<file path="config.mk">
export PLATFORM = sky130hd
export DESIGN_NAME = k_combination_generator
export DESIGN_NICKNAME = d
export VERILOG_FILES = /design/src/rtl/kcg_pkg.sv /design/src/rtl/kcg_cell.sv /design/src/rtl/k_combination_generator.sv
export SDC_FILE = /design/constraint.sdc
export NUM_CORES = 1
export LEC_CHECK = 0
export BUFFER_PORTS_ARGS = -buffer_cell sky130_fd_sc_hd__buf_2
export CAP_MARGIN = 10
export CORE_UTILIZATION = 55
export DETAILED_ROUTE_END_ITERATION = 10
export PLACE_DENSITY = 0.75
export SYNTH_ARGS = -nofsm -noshare
export SYNTH_HDL_FRONTEND = slang
export SYNTH_HIERARCHICAL = 1
export SYNTH_SLANG_ARGS = --single-unit
</file>
<file path="constraint.sdc">
create_clock -name clk -period 9.7 [get_ports clk]
set_input_delay 0 -clock clk [delete_from_list [all_inputs] [get_ports clk]]
set_output_delay 0 -clock clk [all_outputs]
set_load 0.01 [all_outputs]
</file>
<file path="src/rtl/kcg_pkg.sv">
// Package for the k-combination generator: sizes, configuration register
// indexes, the controller state type and the command bundle sent to cells.
// No dependencies.
`default_nettype none

package kcg_pkg;

  localparam int MAX_EL   = 16;
  localparam int ELEM_W   = 4;
  localparam int SIZE_W   = 5;
  localparam int COUNT_W  = 32;
  localparam int CFG_IDX_W = 2;

  localparam logic [CFG_IDX_W-1:0] CFG_SET_SIZE    = 2'd0;
  localparam logic [CFG_IDX_W-1:0] CFG_SUBSET_SIZE = 2'd1;

  localparam logic [SIZE_W-1:0] SET_SIZE_RST    = 5'd4;
  localparam logic [SIZE_W-1:0] SUBSET_SIZE_RST = 5'd2;
  localparam logic [SIZE_W-1:0] SIZE_MAX        = 5'(MAX_EL);

  typedef enum logic {
    ST_IDLE,
    ST_EMIT
  } state_t;

  // Broadcast from the controller to every cell of the row.
  typedef struct packed {
    logic              init;   // load the first combination
    logic              adv;    // step to the next combination
    logic              load;   // copy the new member into the output chain
    logic              shift;  // move the output chain one cell left
    logic [SIZE_W-1:0] k;      // effective subset size
    logic [SIZE_W-1:0] lim;    // n - k, upper bound of cell 0
    logic [ELEM_W-1:0] piv;    // rightmost cell that can still advance
    logic [ELEM_W-1:0] base;   // combination[piv] + 1 - piv
  } cell_cmd_t;

endpackage

`default_nettype wire

</file>
<file path="src/rtl/kcg_cell.sv">
// One cell of the combination row: holds one member and one stage of the
// output shift chain. Depends on kcg_pkg.
`default_nettype none

module kcg_cell (
  input  wire                  clk,
  input  kcg_pkg::cell_cmd_t   cmd,
  input  wire [3:0]            idx,
  input  wire [3:0]            right_in,
  output logic                 can_adv,
  output logic [3:0]           val,
  output logic [3:0]           head
);
  import kcg_pkg::*;

  logic [ELEM_W-1:0] c_r, c_nxt;
  logic [ELEM_W-1:0] sh_r, sh_nxt;

  // A member may advance while it stays below n - k + its own position.
  assign can_adv = ({1'b0, idx} < cmd.k) &&
                   ({2'b00, c_r} < ({1'b0, cmd.lim} + {2'b00, idx}));

  always_comb begin
    c_nxt = c_r;
    if (cmd.init) begin
      c_nxt = idx;
    end else if (cmd.adv && (idx >= cmd.piv)) begin
      // Pivot gets its old value plus one, later cells follow consecutively.
      c_nxt = cmd.base + idx;
    end
  end

  always_comb begin
    sh_nxt = sh_r;
    if (cmd.load) begin
      sh_nxt = c_nxt;
    end else if (cmd.shift) begin
      sh_nxt = right_in;
    end
  end

  always_ff @(posedge clk) begin
    c_r  <= c_nxt;
    sh_r <= sh_nxt;
  end

  assign val  = c_r;
  assign head = sh_r;

endmodule

`default_nettype wire

</file>
<file path="src/rtl/k_combination_generator.sv">
// Top level of the lexicographic k-combination generator: controller,
// configuration registers and a row of kcg_cell instances.
// Depends on kcg_pkg and kcg_cell.
//
// Usage: each input item (in_tdata[0] = restart) requests one combination
// of k members out of {0..n-1}. The answer is k output items, member
// values ascending, the final one with out_tlast high; each carries the
// saturating count of combinations delivered so far. With k zero the one
// empty combination comes as a single item with out_tuser[0] set; once the
// enumeration is used up every request yields one item with out_tuser[1]
// set. n and k are written through the cfg port while idle; a write to n or
// k, a reset or a restart item begins the enumeration again.
// Timing: the next combination is formed in the cycle the request is
// accepted, by the row of cells in parallel; the first result item is
// valid in the cycle after, and the rest follow one per cycle through the
// cells' output shift chain while out_tready is high. A stall on out_tready
// simply holds the current item; no new request is taken until the last
// item of the current one is delivered.
// After reset n = 4, k = 2 and the enumeration starts from the beginning.
`default_nettype none

module k_combination_generator (
  input  wire         clk,
  input  wire         rst_n,
  // Input item: [0] restart, [7:1] zero
  input  wire         in_tvalid,
  output logic        in_tready,
  input  wire  [7:0]  in_tdata,
  // Result item: [3:0] element, [7:4] position, [39:8] sequence_res
  output logic        out_tvalid,
  input  wire         out_tready,
  output logic [39:0] out_tdata,
  output logic        out_tlast,
  // Result flags: [0] empty_set, [1] exhausted
  output logic [1:0]  out_tuser,
  input  wire         cfg_wen,
  input  wire  [1:0]  cfg_index,
  input  wire  [4:0]  cfg_wdata
);
  import kcg_pkg::*;

  state_t state_r, state_nxt;

  logic [SIZE_W-1:0]  set_size_r, subset_size_r;
  logic               started_r, finished_r;
  logic [COUNT_W-1:0] delivered_r;
  logic [ELEM_W-1:0]  pos_r;
  logic               single_r, empty_r, exh_r;

  logic in_acc, out_acc;
  logic restart;
  logic st_eff, fin_eff;
  logic [COUNT_W-1:0] del_eff, del_new;
  logic [SIZE_W-1:0] n_eff, k_eff;
  logic k_zero, k_over;
  logic st_new, fin_new, do_init, do_adv, is_empty, bump;
  logic any_adv;
  logic [ELEM_W-1:0] piv;
  logic [ELEM_W-1:0] k_last;
  logic is_last;

  logic              can_adv [MAX_EL];
  logic [ELEM_W-1:0] val     [MAX_EL];
  logic [ELEM_W-1:0] head    [MAX_EL];
  cell_cmd_t cmd;

  assign in_acc  = in_tvalid & in_tready;
  assign out_acc = out_tvalid & out_tready;
  assign restart = in_tdata[0];

  assign n_eff  = (set_size_r > SIZE_MAX) ? SIZE_MAX : set_size_r;
  assign k_eff  = (subset_size_r > SIZE_MAX) ? SIZE_MAX : subset_size_r;
  assign k_zero = (k_eff == '0);
  assign k_over = (k_eff > n_eff);

  assign st_eff  = started_r & ~restart;
  assign fin_eff = finished_r & ~restart;
  assign del_eff = restart ? '0 : delivered_r;

  // Rightmost cell that can still advance.
  always_comb begin
    any_adv = 1'b0;
    piv     = '0;
    for (int i = 0; i < MAX_EL; i++) begin
      if (can_adv[i]) begin
        any_adv = 1'b1;
        piv     = ELEM_W'(i);
      end
    end
  end

  always_comb begin
    st_new   = st_eff;
    fin_new  = fin_eff;
    do_init  = 1'b0;
    do_adv   = 1'b0;
    is_empty = 1'b0;
    if (!fin_eff) begin
      if (!st_eff) begin
        st_new = 1'b1;
        if (k_zero) begin
          fin_new  = 1'b1;
          is_empty = 1'b1;
        end else if (k_over) begin
          fin_new = 1'b1;
        end else begin
          do_init = 1'b1;
        end
      end else if (k_zero || k_over || !any_adv) begin
        fin_new = 1'b1;
      end else begin
        do_adv = 1'b1;
      end
    end
  end

  assign bump    = is_empty | ~fin_new;
  assign del_new = (bump && (del_eff != '1)) ? del_eff + 1'b1 : del_eff;

  assign cmd.init  = in_acc & do_init;
  assign cmd.adv   = in_acc & do_adv;
  assign cmd.load  = in_acc;
  assign cmd.shift = out_acc;
  assign cmd.k     = k_eff;
  assign cmd.lim   = n_eff - k_eff;
  assign cmd.piv   = piv;
  assign cmd.base  = val[piv] + 1'b1 - piv;

  for (genvar g = 0; g < MAX_EL; g++) begin : g_cell
    logic [ELEM_W-1:0] right;
    if (g == MAX_EL - 1) begin : g_end
      assign right = '0;
    end else begin : g_mid
      assign right = head[g+1];
    end
    kcg_cell u_cell (
      .clk      (clk),
      .cmd      (cmd),
      .idx      (ELEM_W'(g)),
      .right_in (right),
      .can_adv  (can_adv[g]),
      .val      (val[g]),
      .head     (head[g])
    );
  end

  assign k_last  = ELEM_W'(k_eff - 1'b1);
  assign is_last = single_r | (pos_r == k_last);

  // Next state
  always_comb begin
    state_nxt = state_r;
    unique case (state_r)
      ST_IDLE: if (in_acc) state_nxt = ST_EMIT;
      ST_EMIT: if (out_acc && is_last) state_nxt = ST_IDLE;
      default: state_nxt = ST_IDLE;
    endcase
  end

  // Outputs; no request is taken while reset is held.
  always_comb begin
    in_tready  = 1'b0;
    out_tvalid = 1'b0;
    unique case (state_r)
      ST_IDLE: in_tready  = rst_n;
      ST_EMIT: out_tvalid = 1'b1;
      default: in_tready  = 1'b0;
    endcase
  end

  assign out_tdata = {delivered_r, pos_r, (single_r ? {ELEM_W{1'b0}} : head[0])};
  assign out_tlast = is_last;
  assign out_tuser = {exh_r, empty_r};

  always_ff @(posedge clk) begin
    if (!rst_n) begin
      state_r       <= ST_IDLE;
      set_size_r    <= SET_SIZE_RST;
      subset_size_r <= SUBSET_SIZE_RST;
      started_r     <= 1'b0;
      finished_r    <= 1'b0;
      delivered_r   <= '0;
    end else begin
      state_r <= state_nxt;
      if (cfg_wen && ((cfg_index == CFG_SET_SIZE) || (cfg_index == CFG_SUBSET_SIZE))) begin
        if (cfg_index == CFG_SET_SIZE) begin
          set_size_r <= cfg_wdata;
        end else begin
          subset_size_r <= cfg_wdata;
        end
        started_r   <= 1'b0;
        finished_r  <= 1'b0;
        delivered_r <= '0;
      end else if (in_acc) begin
        started_r   <= st_new;
        finished_r  <= fin_new;
        delivered_r <= del_new;
      end
    end
  end

  always_ff @(posedge clk) begin
    if (in_acc) begin
      pos_r    <= '0;
      single_r <= fin_new;
      empty_r  <= is_empty;
      exh_r    <= fin_new & ~is_empty;
    end else if (out_acc) begin
      pos_r <= pos_r + 1'b1;
    end
  end

endmodule

`default_nettype wire

</file>
==> run metrics, run 1 <==
CP bufs+invs=7; diodes inserted=0; Synth area leader=ha_1; io pins=65; sequential power share=0.154; Yosys cell types=between 70 and 80; # port buffers=57; relative slew slack=0.197; crit share post-route=0.938; final period demand of the worst path=around 9 ns; most common cell in the synthesized netlist=ha_1; cells after synthesis=2,226; Critical Path Start=subset_size_r[4]; post-CTS setup buffers=0; global routing usage on met3=0.0426; vias in the first global route=17,300; setup ws final=0.606 ns; Static Leak=10.6 nW; final estimated routing congestion in global placement=0.855; CP Capture Type=register; Slowest-stage cell, CP=xnor2_2; DR WL/cell=16.3 um; share of layout cells above drive strength 1=0.0985; Post-Synthesis Cell Area=0.0195 mm2; Ys Warns=6; dpl hpwl=37,600 um; top cells by count, synth=ha_1, inv_1, a21oi_1; max-cap violation count=0; RSZ-0062 raised after global routing=no; Top delay family on crit path=compound AO/OA/AOI/OAI gates; Gate power share=0.729; Remaining Overflow, GRT=0; gr busiest metal=met2; Initial Util=0.561; vias after detailed routing=17,600; Die X=190 um; Psw=between 3 and 4 mW; min-delay src=in_tdata[0]; CP arrival=9.38 ns; GR Util All Layers=0.287; Hold Path Class=input pin to register; met1 Use GR=0.359; crit-path max FO=19; DR pass1 iterations=6; Post-synth EDFFs=67; clk sink count=180; area delta synth->final=15.4%; Clock Skew=0.0142 ns; VDD IR max=0.313 mV; Die Ht=190 um; post-route DRC violation count=0; main area contributors after synthesis=ha_1, dfxtp_1, edfxtp_1; largest net degree at the start of global routing=83; RR Startpoint=subset_size_r[4]; Clk Latency, worst-skew pair=0.47 ns; worst path required time=roughly 10 ns; CTS H-tree lvls=4; Post-synth top flop=dfxtp_1; Final Hold Viols=0; setup TNS=0 ns; crit start category=register; Max stage delay on crit path=0.92 ns; Power Dens Cells=279 mW/mm2; sequential area share after synthesis=0.220; met2 Usage GRT=0.492; critical path class=register to register; CTS Root Cell=clkbuf_16; Synth Register Bits=180; clock buffer depth=2; final wirelength=between 50,000 and 60,000 um; Peak Freq=0.110 GHz; via/cell ratio=around 5.6; CTS tree=yes; final net count=2,986; Worst-Margin Slew=1.20 ns; full die area=0.0361 mm2; final-report max-slew violation count=0; Power Internal=3.05 mW; post-route ant nets=0; core area=0.0347 mm2; Syn Area/Cell=8.74 um2; clock-pin slew on the worst setup and hold paths=around 0.08 ns; DP Worst Slack=0.647 ns; Setup violations, final=0; DRT iter0 DRCs=around 980; Clock Power Share=0.117; Core Util, Final=0.647; share of flip-flops with an asynchronous set or reset after synthesis=0; initial antenna violation count=0; Rows=68; switching share of power=0.513; Yosys top cell area share=0.183; global-route wire length before repair=83,500 um; status=completed; TritonCTS buffer count=17
==> timing repair <==
action,CTS,global route
hold buffers,18,0
resized for setup,0,0
hold endpoints to repair,11,0
==> routing by layer <==
layer	up-vias	wire length [um]
met5	-	0
met4	0	1590
met3	120	2410
met2	480	24200
met1	8290	22600
li1	8668	-
==> layout by cell type, fill, tap and decap left out, types with 53 or more instances in the layout <==
master,n
conb_1,356
ha_1,285
inv_1,282
a21oi_1,165
nand2_1,114
dfxtp_1,113
nor2b_1,98
nand3_1,90
nor2_1,82
edfxtp_1,67
o211ai_1,63
buf_2,57
xor2_1,56
a21o_1,53
==> flip-flops by register name (all words and copies together) (netlist names), 4 cells and up <==
register / cells
subset_size_r: 5
delivered_r: 32
g_cell.u_cell/val: 64
g_cell.u_cell/head: 64
pos_r: 4
set_size_r: 5
==> stage by stage <==
step                hold WS (ns)  cell area, um2  power (mW)  std cells
floorplan                  0.124           20800        4.28       2580
global placement           0.230           21700        5.23       3065
detailed placement         0.254           21700        5.41       3065
CTS                        0.111           22500        6.19       3115
global route               0.165           22500        6.86       3115
finish                     0.144           22500        6.27       3115
==> power by group through the flow <==
stage               Sequential [mW]  Combinational [mW]  Clock, mW
CTS                           0.965                4.48      0.752
finish                        0.967                4.57      0.735
global placement              0.980                4.25          0
global route                  0.973                5.11      0.777
detailed placement            0.981                4.43          0
floorplan                     0.937                3.34          0
==> worst paths after layout <==
check / end / slack [ns] / cells past startpoint
max: g_cell[14].u_cell/head[3] / 0.61 / 32
min: finished_r / 0.14 / 2
max reg2reg: g_cell[14].u_cell/head[3] / 0.61 / 32
min reg2reg: delivered_r[24] / 0.50 / 2
==> final cells by class <==
type / instances / area, um2
clock buffer: 17 / 425
clock inverter: 15 / 180
fill: 2900 / 12300
inverter: 284 / 1070
multi-input combinational: 2059 / 15300
sequential: 180 / 4270
tap: 455 / 569
timing repair buffer: 105 / 691
==> cell families (layout without fill, tap and decap cells) <==
logic type,after synthesis,count (layout),synth area share
buf+inv,341,421,0.0676
mux,65,65,0.0390
simple gates,604,604,0.182
xor+xnor,90,90,0.0405
other cells,2,356,0.000386
fa+ha+maj,319,319,0.218
compound gates,625,625,0.232
flops,180,180,0.220
Power figures use the tool's default switching activity.
==> run 2: changes to the inputs <==
--- a/config.mk
+++ b/config.mk
@@ -7,10 +7,10 @@
 export LEC_CHECK = 0
 export BUFFER_PORTS_ARGS = -buffer_cell sky130_fd_sc_hd__buf_2
 export CAP_MARGIN = 10
+export CORE_ASPECT_RATIO = 2
 export CORE_UTILIZATION = 55
 export DETAILED_ROUTE_END_ITERATION = 10
-export PLACE_DENSITY = 0.75
+export PLACE_DENSITY = 0.76
 export SYNTH_ARGS = -nofsm -noshare
 export SYNTH_HDL_FRONTEND = slang
-export SYNTH_HIERARCHICAL = 1
 export SYNTH_SLANG_ARGS = --single-unit
==> run 2 against run 1 <==
Against the previous run: global-route usage increased by 7.5 points; area after synthesis decreased by 43%; sequential share of layout area increased by 15 points; first-iteration DRC count decreased by 40%; via count decreased by 43%; critical path depth increased by 2; clock skew decreased by 0.0022 ns; largest cell class unchanged.
==> run metrics, run 2 <==
final net count=1,476; crit-path max FO=15; DRT iter0 DRCs=~580; number of stages on the worst hold path=4; Multi-input gate area=0.00644 mm2; sequential area share after synthesis=0.384; Worst-Margin Slew=1.10 ns; Final Hold Viols=0; critical path class=register to register; final wirelength=36,200 um; CP arrival=9.68 ns; post-route ant nets=0; Setup violations, final=0; CP Capture Type=register; VDD IR max=0.198 mV; Yosys cell types=82; Die X=103 um; Post-synth top flop=dfxtp_1; setup TNS=0 ns; Die Ht=203 um; most common cell in the synthesized netlist=nand2_1; Slowest-stage cell, CP=o21ai_0; diodes inserted=0; top cells by count, synth=nand2_1, nor2_1, dfxtp_1; clock-pin slew on the worst setup and hold paths=0.07 ns; worst path required time=9.99 ns; vias after detailed routing=10,100; vias in the first global route=10,100; GR Util All Layers=0.363; share of layout cells above drive strength 1=0.129; Static Leak=5.36 nW; clock buffer depth=2; r2r worst-path depth=34; main area contributors after synthesis=dfxtp_1, edfxtp_1, ha_1; Clock Skew=0.0120 ns; max-cap violation count=0; global-route wire length before repair=55,000 um; worst reg2reg setup slack=a little over 0.3 ns; via/cell ratio=just over 6; PostCTS Resize Cnt=0; Peak Freq=0.106 GHz; final-report max-slew violation count=0; # port buffers=57; Fillers=1,725; crit share post-route=0.968; Remaining Overflow, GRT=0; crit start category=register; CTS tree=yes; Synth Register Bits=180; area taken by flip-flops and latches=0.00427 mm2; commonest non-fill, non-tap cell in the layout=nand2_1; core area=0.0198 mm2; Synth area leader=dfxtp_1; Post-Synthesis Cell Area=0.0111 mm2; Syn Area/Cell=8.53 um2; final estimated routing congestion in global placement=1.00; Initial Util=0.561; Hold Path Class=input pin to register; r2r endpoint=g_cell[1].u_cell.head[3]; RSZ-0062 raised after global routing=no; cells after synthesis=1,303; hold path endpoint=set_size_r[1]; io pins=65; most used cell along the critical path=ha_1; Max stage delay on crit path=0.81 ns; Yosys top cell area share=0.203; relative slew slack=0.263; DR WL/cell=21.9 um; CTS H-tree lvls=4; TritonCTS buffer count=17; Ys Warns=0; dpl hpwl=26,700 um; post-route DRC violation count=0; Power Dens Cells=295 mW/mm2; share of flip-flops with an asynchronous set or reset after synthesis=0; min-delay src=cfg_index[0]; most frequent cells in the layout=nand2_1, nor2_1, dfxtp_1; placed instance area=0.0119 mm2; Net Count, Synth=between 1,000 and 1,500; clk sink count=180; Clk Latency, worst-skew pair=0.44 ns; area delta synth->final=13.6%; initial antenna violation count=0; DR pass1 iterations=5; fin area=0.0126 mm2; status=completed; largest net degree at the start of global routing=66; Post-synth EDFFs=67; full die area=0.0208 mm2; RR Startpoint=subset_size_r[0]; CTS Root Cell=clkbuf_16; Rows=73; final period demand of the worst path=9.39 ns
==> run 2: changes by cell type after synthesis, sizes merged, moves of 60 or more <==
cell	previous run	this run
inv	284	40
ha	285	74
nand2	114	220
a21oi	166	73
nor2b	98	29
nor2	83	150
nand3	90	30
==> run 2: worst max-delay path by stage <==
stage                      from                   endpoint
6_report       subset_size_r[0]   g_cell[1].u_cell.head[3]
5_1_grt        subset_size_r[0]   g_cell[1].u_cell.head[3]
4_1_cts        subset_size_r[0]   g_cell[1].u_cell.head[3]
3_5_place_dp   subset_size_r[0]   g_cell[1].u_cell.head[3]
3_3_place_gp   subset_size_r[0]   g_cell[1].u_cell.head[3]
2_1_floorplan  subset_size_r[4]  g_cell[11].u_cell.head[3]
==> run 2: timing repair <==
item | 4_1_cts | 5_1_grt
setup buffers | 0 | 0
hold endpoints to repair | 13 | 0
hold buffers | 11 | 0
==> run 2: layer usage <==
metal / routed length [um] / vias to the layer above / global-route usage
met5: 0 / - / 0
met4: 3180 / 0 / 0.294
met3: 1760 / 164 / 0.0719
met2: 18700 / 368 / 0.634
met1: 12600 / 4788 / 0.358
li1: - / 4764 / -
==> run 2: cells by family after synthesis <==
| group | count (synthesis) | share of synthesized area |
|---|---|---|
| AND/OR/NAND/NOR | 553 | 0.229 |
| AO/OA/AOI/OAI | 272 | 0.163 |
| buffers and inverters | 107 | 0.0377 |
| adder cells (fa/ha/maj) | 76 | 0.0869 |
| XOR/XNOR | 67 | 0.0547 |
| multiplexers | 48 | 0.0449 |
| flip-flops | 180 | 0.384 |
==> run 2: final cells by class <==
class	count	share of cell area
Sequential cell	180	0.338
Timing Repair Buffer	125	0.0652
Clock inverter	6	0.00386
Tap cell	262	0.0260
Multi-Input combinational cell	1016	0.510
Clock buffer	26	0.0447
Inverter	40	0.0119
==> run 2: worst max-delay path: cells and delay by family (launching register included) <==
family	cells	cell delay, ns
xor+xnor	3	1.05
simple gates	8	1.35
flops	1	0.41
fa+ha+maj	7	2.35
mux	1	0.23
buf+inv	5	0.62
compound gates	10	3.21
==> run 2: per-stage QoR <==
step,hold WS [ns],std cells,power (mW),setup WS (ns),util
global placement,0.228,1612,2.91,1.22,0.601
floorplan,0.125,1303,2.04,0.938,-
CTS,0.0464,1655,3.66,1.05,0.637
detailed placement,0.245,1612,2.94,1.03,0.601
finish,0.0663,1655,3.73,0.306,0.637
global route,0.106,1655,3.86,0.0293,0.637
==> run 2: power breakdown <==
group / switching, mW / internal [mW] / leakage [nW] / total (mW)
combinational: 1.29 / 0.814 / 3.50 / 2.11
clock: 0.305 / 0.408 / 0.305 / 0.713
sequential: 0.0468 / 0.859 / 1.55 / 0.906
total: 1.64 / 2.08 / 5.36 / 3.73
